**src/hdl/utz_pkg.sv**
```systemverilog
`default_nettype none

package utz_pkg;

    // Configuration register indexes
    localparam logic [1:0] CFG_ZONE_HOURS = 2'd0;
    localparam logic [1:0] CFG_ZONE_EAST  = 2'd1;

    localparam logic [3:0] ZONE_HOURS_RESET = 4'd8;
    localparam logic       ZONE_EAST_RESET  = 1'b1;
    localparam logic [3:0] ZONE_HOURS_MAX   = 4'd12;

    localparam logic [5:0] HOURS_PER_DAY    = 6'd24;
    localparam logic [3:0] MONTH_JAN        = 4'd1;
    localparam logic [3:0] MONTH_FEB        = 4'd2;
    localparam logic [3:0] MONTH_DEC        = 4'd12;
    localparam logic [4:0] DAYS_LONG        = 5'd31;
    localparam logic [4:0] DAYS_SHORT       = 5'd30;
    localparam logic [4:0] DAYS_FEB_COMMON  = 5'd28;
    localparam logic [4:0] DAYS_FEB_LEAP    = 5'd29;

    // Year field values (since 1900) of the non-leap century years 1900 and 2100
    localparam logic [7:0] YEAR_1900 = 8'd0;
    localparam logic [7:0] YEAR_2100 = 8'd200;

    // Stage 1: hour shifted, day direction decided, leap flag known
    typedef struct packed {
        logic [7:0] year;
        logic [3:0] month;
        logic [4:0] day;
        logic [4:0] hour;
        logic [5:0] minute;
        logic [5:0] second;
        logic       shifted;
        logic       fwd;
        logic       back;
        logic       leap;
    } utz_s1_t;

    // Stage 2: month lengths looked up
    typedef struct packed {
        logic [7:0] year;
        logic [3:0] month;
        logic [3:0] prev_month;
        logic [4:0] day;
        logic [4:0] hour;
        logic [5:0] minute;
        logic [5:0] second;
        logic       shifted;
        logic       fwd;
        logic       back;
        logic       month_ok;
        logic [4:0] len_cur;
        logic [4:0] len_prev;
    } utz_s2_t;

    // Final result
    typedef struct packed {
        logic [7:0] year;
        logic [3:0] month;
        logic [4:0] day;
        logic [4:0] hour;
        logic [5:0] minute;
        logic [5:0] second;
        logic       shifted;
    } utz_res_t;

    // Gregorian leap test on the year field (real year is 1900 + field).
    // 1900 is a multiple of 4, so the low bits of the field decide; the
    // only century years in range are 1900, 2000 and 2100.
    function automatic logic is_leap(input logic [7:0] yfield);
        logic by4;
        by4 = (yfield[1:0] == 2'b00);
        return by4 && (yfield != YEAR_1900) && (yfield != YEAR_2100);
    endfunction

    // Days in month m (1..12)
    function automatic logic [4:0] month_len(input logic [3:0] m, input logic leap);
        logic [4:0] len;
        unique case (m)
            MONTH_FEB: len = leap ? DAYS_FEB_LEAP : DAYS_FEB_COMMON;
            4'd4, 4'd6, 4'd9, 4'd11: len = DAYS_SHORT;
            default: len = DAYS_LONG;
        endcase
        return len;
    endfunction

endpackage

`default_nettype wire

```
**src/hdl/utz_date_roll.sv**
```systemverilog
`default_nettype none

// Day/month/year rollover for one day forward or back
module utz_date_roll (
    input  var utz_pkg::utz_s2_t  s2,
    output var utz_pkg::utz_res_t res
);

    always_comb begin
        res.year    = s2.year;
        res.month   = s2.month;
        res.day     = s2.day;
        res.hour    = s2.hour;
        res.minute  = s2.minute;
        res.second  = s2.second;
        res.shifted = s2.shifted;

        if (s2.month_ok && s2.fwd) begin
            // forward one day
            if (s2.day < s2.len_cur) begin
                res.day = s2.day + 5'd1;
            end else begin
                res.day = 5'd1;
                if (s2.month == utz_pkg::MONTH_DEC) begin
                    res.month = utz_pkg::MONTH_JAN;
                    res.year  = s2.year + 8'd1;
                end else begin
                    res.month = s2.month + 4'd1;
                end
            end
        end else if (s2.month_ok && s2.back) begin
            // back one day
            if (s2.day > 5'd1) begin
                res.day = s2.day - 5'd1;
            end else if (s2.month == utz_pkg::MONTH_JAN) begin
                res.month = utz_pkg::MONTH_DEC;
                res.day   = utz_pkg::DAYS_LONG;
                res.year  = s2.year - 8'd1;
            end else begin
                res.month = s2.prev_month;
                res.day   = s2.len_prev;
            end
        end
    end

endmodule

`default_nettype wire

```
**src/hdl/utc_time_zone_shift_unit.sv**
```systemverilog
`default_nettype none

// UTC to local time shift. Each timestamp accepted on the s_ channel gives
// one result on the m_ channel, in order, registered after each step
// (hour shift, month length lookup, date rollover into the output register).
// A new transaction is accepted every cycle as long as the output side keeps
// taking results; each pipeline stage holds its item while the stage after it
// is full and stalled. The offset (zone_hours, index 0) and direction
// (zone_east, index 1) are written through the cfg_ port, which is always
// ready; write them only while the pipeline is empty. An offset of 0 or above
// 12 passes the timestamp through with m_shifted low. Minute and second are
// carried through unchanged; the year field wraps modulo 256.
module utc_time_zone_shift_unit (
    input  wire        aclk,
    input  wire        aresetn,

    input  wire        cfg_valid,
    output logic       cfg_ready,
    input  wire  [1:0] cfg_index,
    input  wire  [3:0] cfg_data,

    input  wire        s_valid,
    output logic       s_ready,
    input  wire  [7:0] s_year,
    input  wire  [3:0] s_month,
    input  wire  [4:0] s_day,
    input  wire  [4:0] s_hour,
    input  wire  [5:0] s_minute,
    input  wire  [5:0] s_second,

    output logic       m_valid,
    input  wire        m_ready,
    output logic [7:0] m_out_year,
    output logic [3:0] m_out_month,
    output logic [4:0] m_out_day,
    output logic [4:0] m_out_hour,
    output logic [5:0] m_out_minute,
    output logic [5:0] m_out_second,
    output logic       m_shifted
);

    logic [3:0] zone_hours_reg;
    logic       zone_east_reg;

    logic                v1_reg, v2_reg, v3_reg;
    utz_pkg::utz_s1_t    s1_reg, s1_next;
    utz_pkg::utz_s2_t    s2_reg, s2_next;
    utz_pkg::utz_res_t   s3_reg, s3_next;

    logic adv1, adv2, adv3;

    // Configuration registers
    assign cfg_ready = 1'b1;

    always_ff @(posedge aclk) begin
        if (!aresetn) begin
            zone_hours_reg <= utz_pkg::ZONE_HOURS_RESET;
            zone_east_reg  <= utz_pkg::ZONE_EAST_RESET;
        end else if (cfg_valid) begin
            unique case (cfg_index)
                utz_pkg::CFG_ZONE_HOURS: zone_hours_reg <= cfg_data;
                utz_pkg::CFG_ZONE_EAST:  zone_east_reg  <= cfg_data[0];
                default: ;
            endcase
        end
    end

    // Stage enables: a stage loads when it is empty or its contents move on
    assign adv3    = !v3_reg || m_ready;
    assign adv2    = !v2_reg || adv3;
    assign adv1    = !v1_reg || adv2;
    assign s_ready = adv1;

    // Stage 1: hour shift and day direction
    always_comb begin
        logic       zone_ok;
        logic [5:0] hsum;
        logic [5:0] hwest;
        zone_ok = (zone_hours_reg != 4'd0) && (zone_hours_reg <= utz_pkg::ZONE_HOURS_MAX);
        hsum    = {1'b0, s_hour} + {2'b00, zone_hours_reg};
        hwest   = {1'b0, s_hour} + utz_pkg::HOURS_PER_DAY - {2'b00, zone_hours_reg};

        s1_next.year    = s_year;
        s1_next.month   = s_month;
        s1_next.day     = s_day;
        s1_next.minute  = s_minute;
        s1_next.second  = s_second;
        s1_next.leap    = utz_pkg::is_leap(s_year);
        s1_next.shifted = zone_ok;
        s1_next.hour    = s_hour;
        s1_next.fwd     = 1'b0;
        s1_next.back    = 1'b0;

        if (zone_ok) begin
            if (zone_east_reg) begin
                if (hsum < utz_pkg::HOURS_PER_DAY) begin
                    s1_next.hour = hsum[4:0];
                end else begin
                    s1_next.hour = 5'(hsum - utz_pkg::HOURS_PER_DAY);
                    s1_next.fwd  = 1'b1;
                end
            end else begin
                if ({1'b0, s_hour} >= {2'b00, zone_hours_reg}) begin
                    s1_next.hour = s_hour - {1'b0, zone_hours_reg};
                end else begin
                    s1_next.hour = hwest[4:0];
                    s1_next.back = 1'b1;
                end
            end
        end
    end

    // Stage 2: month lengths of this and the previous month
    always_comb begin
        s2_next.year       = s1_reg.year;
        s2_next.month      = s1_reg.month;
        s2_next.prev_month = s1_reg.month - 4'd1;
        s2_next.day        = s1_reg.day;
        s2_next.hour       = s1_reg.hour;
        s2_next.minute     = s1_reg.minute;
        s2_next.second     = s1_reg.second;
        s2_next.shifted    = s1_reg.shifted;
        s2_next.fwd        = s1_reg.fwd;
        s2_next.back       = s1_reg.back;
        s2_next.month_ok   = (s1_reg.month >= utz_pkg::MONTH_JAN) &&
                             (s1_reg.month <= utz_pkg::MONTH_DEC);
        s2_next.len_cur    = utz_pkg::month_len(s1_reg.month, s1_reg.leap);
        s2_next.len_prev   = utz_pkg::month_len(s1_reg.month - 4'd1, s1_reg.leap);
    end

    // Stage 3: date rollover
    utz_date_roll u_roll (
        .s2  (s2_reg),
        .res (s3_next)
    );

    // Valid bits
    always_ff @(posedge aclk) begin
        if (!aresetn) begin
            v1_reg <= 1'b0;
            v2_reg <= 1'b0;
            v3_reg <= 1'b0;
        end else begin
            if (adv1) v1_reg <= s_valid;
            if (adv2) v2_reg <= v1_reg;
            if (adv3) v3_reg <= v2_reg;
        end
    end

    // Payload registers
    always_ff @(posedge aclk) begin
        if (adv1) s1_reg <= s1_next;
        if (adv2) s2_reg <= s2_next;
        if (adv3) s3_reg <= s3_next;
    end

    assign m_valid      = v3_reg;
    assign m_out_year   = s3_reg.year;
    assign m_out_month  = s3_reg.month;
    assign m_out_day    = s3_reg.day;
    assign m_out_hour   = s3_reg.hour;
    assign m_out_minute = s3_reg.minute;
    assign m_out_second = s3_reg.second;
    assign m_shifted    = s3_reg.shifted;

    // A stalled middle stage keeps its item
    a_s2_hold: assert property (@(posedge aclk) disable iff (!aresetn)
        v2_reg && !adv2 |=> v2_reg && $stable(s2_reg))
        else $error("stage 2 item changed while stalled");

    // Day cannot move both ways
    a_dir_excl: assert property (@(posedge aclk) disable iff (!aresetn)
        v1_reg |-> !(s1_reg.fwd && s1_reg.back))
        else $error("forward and back both set");

    // No date move without a shift
    a_no_move_unshifted: assert property (@(posedge aclk) disable iff (!aresetn)
        v2_reg && !s2_reg.shifted |-> !s2_reg.fwd && !s2_reg.back)
        else $error("date move on unshifted item");

    // Pipeline empty after reset
    a_reset_empty: assert property (@(posedge aclk)
        !$past(aresetn) |-> !v1_reg && !v2_reg && !v3_reg)
        else $error("valid bit set after reset");

endmodule

`default_nettype wire

```
**config.mk**
```make
export PLATFORM = sky130hd
export DESIGN_NAME = utc_time_zone_shift_unit
export DESIGN_NICKNAME = d
export VERILOG_FILES = /design/src/hdl/utz_pkg.sv /design/src/hdl/utz_date_roll.sv /design/src/hdl/utc_time_zone_shift_unit.sv
export SDC_FILE = /design/constraint.sdc
export NUM_CORES = 1
export LEC_CHECK = 0
export ABC_AREA = 1
export BUFFER_PORTS_ARGS = -buffer_cell sky130_fd_sc_hd__buf_2
export CORE_MARGIN = 3
export CORE_UTILIZATION = 55
export DETAILED_ROUTE_END_ITERATION = 10
export GPL_ROUTABILITY_DRIVEN = 1
export PLACE_DENSITY = 0.77
export SYNTH_ARGS = -nofsm -noshare
export SYNTH_HDL_FRONTEND = slang
export SYNTH_SLANG_ARGS = --single-unit
```
**constraint.sdc**
```tcl
create_clock -name aclk -period 5.5 [get_ports aclk]
set_clock_uncertainty 0.2 [all_clocks]
set_input_delay 0.55 -clock aclk [delete_from_list [all_inputs] [get_ports aclk]]
set_output_delay 0.55 -clock aclk [all_outputs]
set_load 0.005 [all_outputs]
```
==> reports/metrics.cfg <==
[run_status]
status=complete, no violations

[layout]
post_route_cells_drive_above_1_share_pct=20.9
final_util_pct=68.7
nFillCells=737
fin_area_sq_mm=0.00712
antenna_cell_count=0
design.final.nets=704
area_growth_pct=21.3
largest_reg_flops=46

[synthesis]
synth_compound_area_share_pct=6.50
synth-warning-count=0
yosys.area_share.adder_pct=7.46
synth_largest_area_cell=edfxtp_1
syn_area_sq_mm=0.00587
yosys_register_bits=127
synth-simple-area-share_pct=16.8
synthesis.nets=592
post_synth_mux_area_share_pct=0
postSynth.topFlopCell=edfxtp_1
yosys.area_share.xor_xnor_pct=0.447
post_synth_main_area_contributors=edfxtp_1, nand2_1, ha_1
synthesis.area_per_instance_sq_um=11.4
synth_top_family_by_area=simple AND/OR/NAND/NOR gates
synth_enable_flop_cells=119
synth_async_sr_flop_share_pct=0
synth.distinct_cells=44
post-synth-top-area-fraction_pct=60.8
yosysSeqAreaShare_pct=63.6
postSynthCellCount=515

[setup_path]
path_cells=nand2_1 > nor2_1 > nand2_1 > buf_2
critical_path_fanout_max=23
crit_path_end_kind=primary output
crit_path_top_delay_cell=nand2_1
critPathRequiredTime_ns=4.75
worstReg2RegStart=zone_hours_reg[1]
timing.critical_path.arrival_ns=2.01
cp_slowest_stage_delay_ns=0.58
cp_top_family=simple AND/OR/NAND/NOR gates
crit_path_start=m_valid
critPathLaunchType=flip-flop
path_buf_inv=1
critical-path-top-cell-by-count=nand2_1
cp_class=reg2out

[worst_hold_path]
hold_path.startpoint=s_year[5]
min_delay_path_class=in2reg

[cts]
clk_transition_reported_paths_ns=0.06
cts_buffer_count=17
worst_skew_pair.late_latency_ns=0.51
cts.path.max_buffers=2
tritoncts=yes
clock_sinks=127
cts_root_buffer=clkbuf_8
cts-resized-gates=0
h_tree_lvls=4

[routing]
antenna_violating_nets_post_route=0
detail_route.iter0.violations=199
drt-pass1-iter-count=4
detailroute.via_count=4040
drc_violation_count_after_routing=0
wl_per_cell_microns=14.5
route.final.wire_length_mm=11.3
via_per_inst=5.21

[sta]
slew_viol_final=0
period_share_pct=50.3
max_slew.worst_pin.slew_ns=0.942
post-route-min-period_ns=2.76
slew-limit-headroom_pct=37.1
tns_ns=0
max_clock_freq_mhz=362
final-setup-viol-count=0
unrepaired_setup_endpoints_after_global_routing=no
hold_violations=0

[grt]
antenna_found_initial=0
global_route.usage.total_pct=20.1
grt_pass1_vias=3972
total_gr_overflow=0
grt_start_max_net_pins=47
grt_first_pass_wirelength_mm=18.2

[place]
port_buffers=81
placedInstanceArea_sq_mm=0.00642
post-dp-hpwl_mm=7.73
gp_routability_congestion=0.885

[pwr]
peakVddDrop_mv=0.205
power_density_mw_per_mm2=342
cellLeakagePower_nw=3.15

[floorplanning]
rows=37
die_w_microns=109
fp.dieH_microns=109
boundaryPins=83
initial_utilization_pct=56.6
placeableCoreArea_sq_mm=0.0104
design.die.area_sq_mm=0.0120

[run]
max-cap-violations=0

cells in the final DEF, fill, tap and decap left out, drive strengths merged:
cell	count
buf	84
a32oi	1
nand4	11
xnor2	1
nand2b	2
clkinvlp	2
dlygate4sd3	16
nor4	1
clkbuf	22
o221ai	1
o21ai	39
inv	73
dfxtp	8
nor2	41
ha	27
fa	5
nand2	102
a211oi	1
edfxtp	119
o31ai	3
nor3	9
o21a	2
or2	3
a21oi	16
o211ai	1
o22ai	1
clkinv	3
conb	1
xor2	2
o21bai	2
nand3	41
metrics by stage:
stage / power [mW] / worst slack [ns] / std cells / hold WS, ns
floorplan: 1.36 / 2.30 / 515 / 0.200
global placement: 1.44 / 2.96 / 728 / 0.201
detailed placement: 1.45 / 2.90 / 728 / 0.205
CTS: 2.45 / 2.69 / 776 / 0.000639
global route: 2.55 / 2.52 / 776 / 0.00433
finish: 2.44 / 2.74 / 776 / 0.0255
area by class of cell:
cell class,instances,area (sq um),share of cell area (%)
inverters,68,255,3.58
well taps,136,170,2.39
clock buffers,22,463,6.50
flip-flops and latches,127,3730,52.4
clock inverters,10,77.6,1.09
repair buffers,100,588,8.26
multi-input cells,313,1840,25.8
worst reg2reg max path, stage by stage (launching register included):
cell,delay (ns)
dfxtp_1,0.41
inv_1,0.13
ha_1,0.34
ha_1,0.24
fa_1,0.38
xor2_1,0.16
nand2_1,0.07
nand3_1,0.07
o21ai_0,0.07
inv_1,0.06
nand2_1,0.05
cells in the mapped netlist (2+ instances only):
master and instances:
xor2_1 2, nor3_1 8, buf_2 3, inv_1 64
ha_1 27, o21a_1 2, nand2_1 99, buf_6 2
fa_1 5, nand3_1 37, nand2b_1 2, or2_2 2
nor2_1 38, edfxtp_1 119, o21ai_1 3, dfxtp_1 8
nand2_2 2, inv_2 4, nand4_1 10, nand3_2 3
o21ai_0 36, o31ai_1 3, a21oi_1 15
per-layer routing:
layer  routed length [microns]  track usage (%)  share of wire [%]
met1                      4290             22.4                 38
met2                      6160             35.5                 55
met3                       501             4.52                4.4
met4                       321             11.2                2.8
met5                         0                0                  0
path summary, 6_finish.rpt:
path           endpoint  slack [ns]  depth (start not counted)
max reg2reg  s1_reg[19]        3.08                         10
max             s_ready        2.74                          4
min          s1_reg[35]        0.03                          1
min reg2reg  s2_reg[18]        0.21                          0
cells by family after synthesis:
logic type      after synthesis
buf+inv                      75
fa+ha+maj                    32
other cells                   1
simple gates                210
compound gates               67
xor+xnor                      3
flops                       127
repair_timing:
action / in CTS / in global routing
hold endpoints to repair: 16 / 0
hold buffers: 16 / 0
buffers inserted: 0 / 0
where the power goes:
group	switching [mW]	internal, mW	total (mW)
clock	0.395	0.595	0.989
sequential	0.0360	1.16	1.20
combinational	0.145	0.105	0.250
No activity file was read; power rests on OpenSTA's default activity.
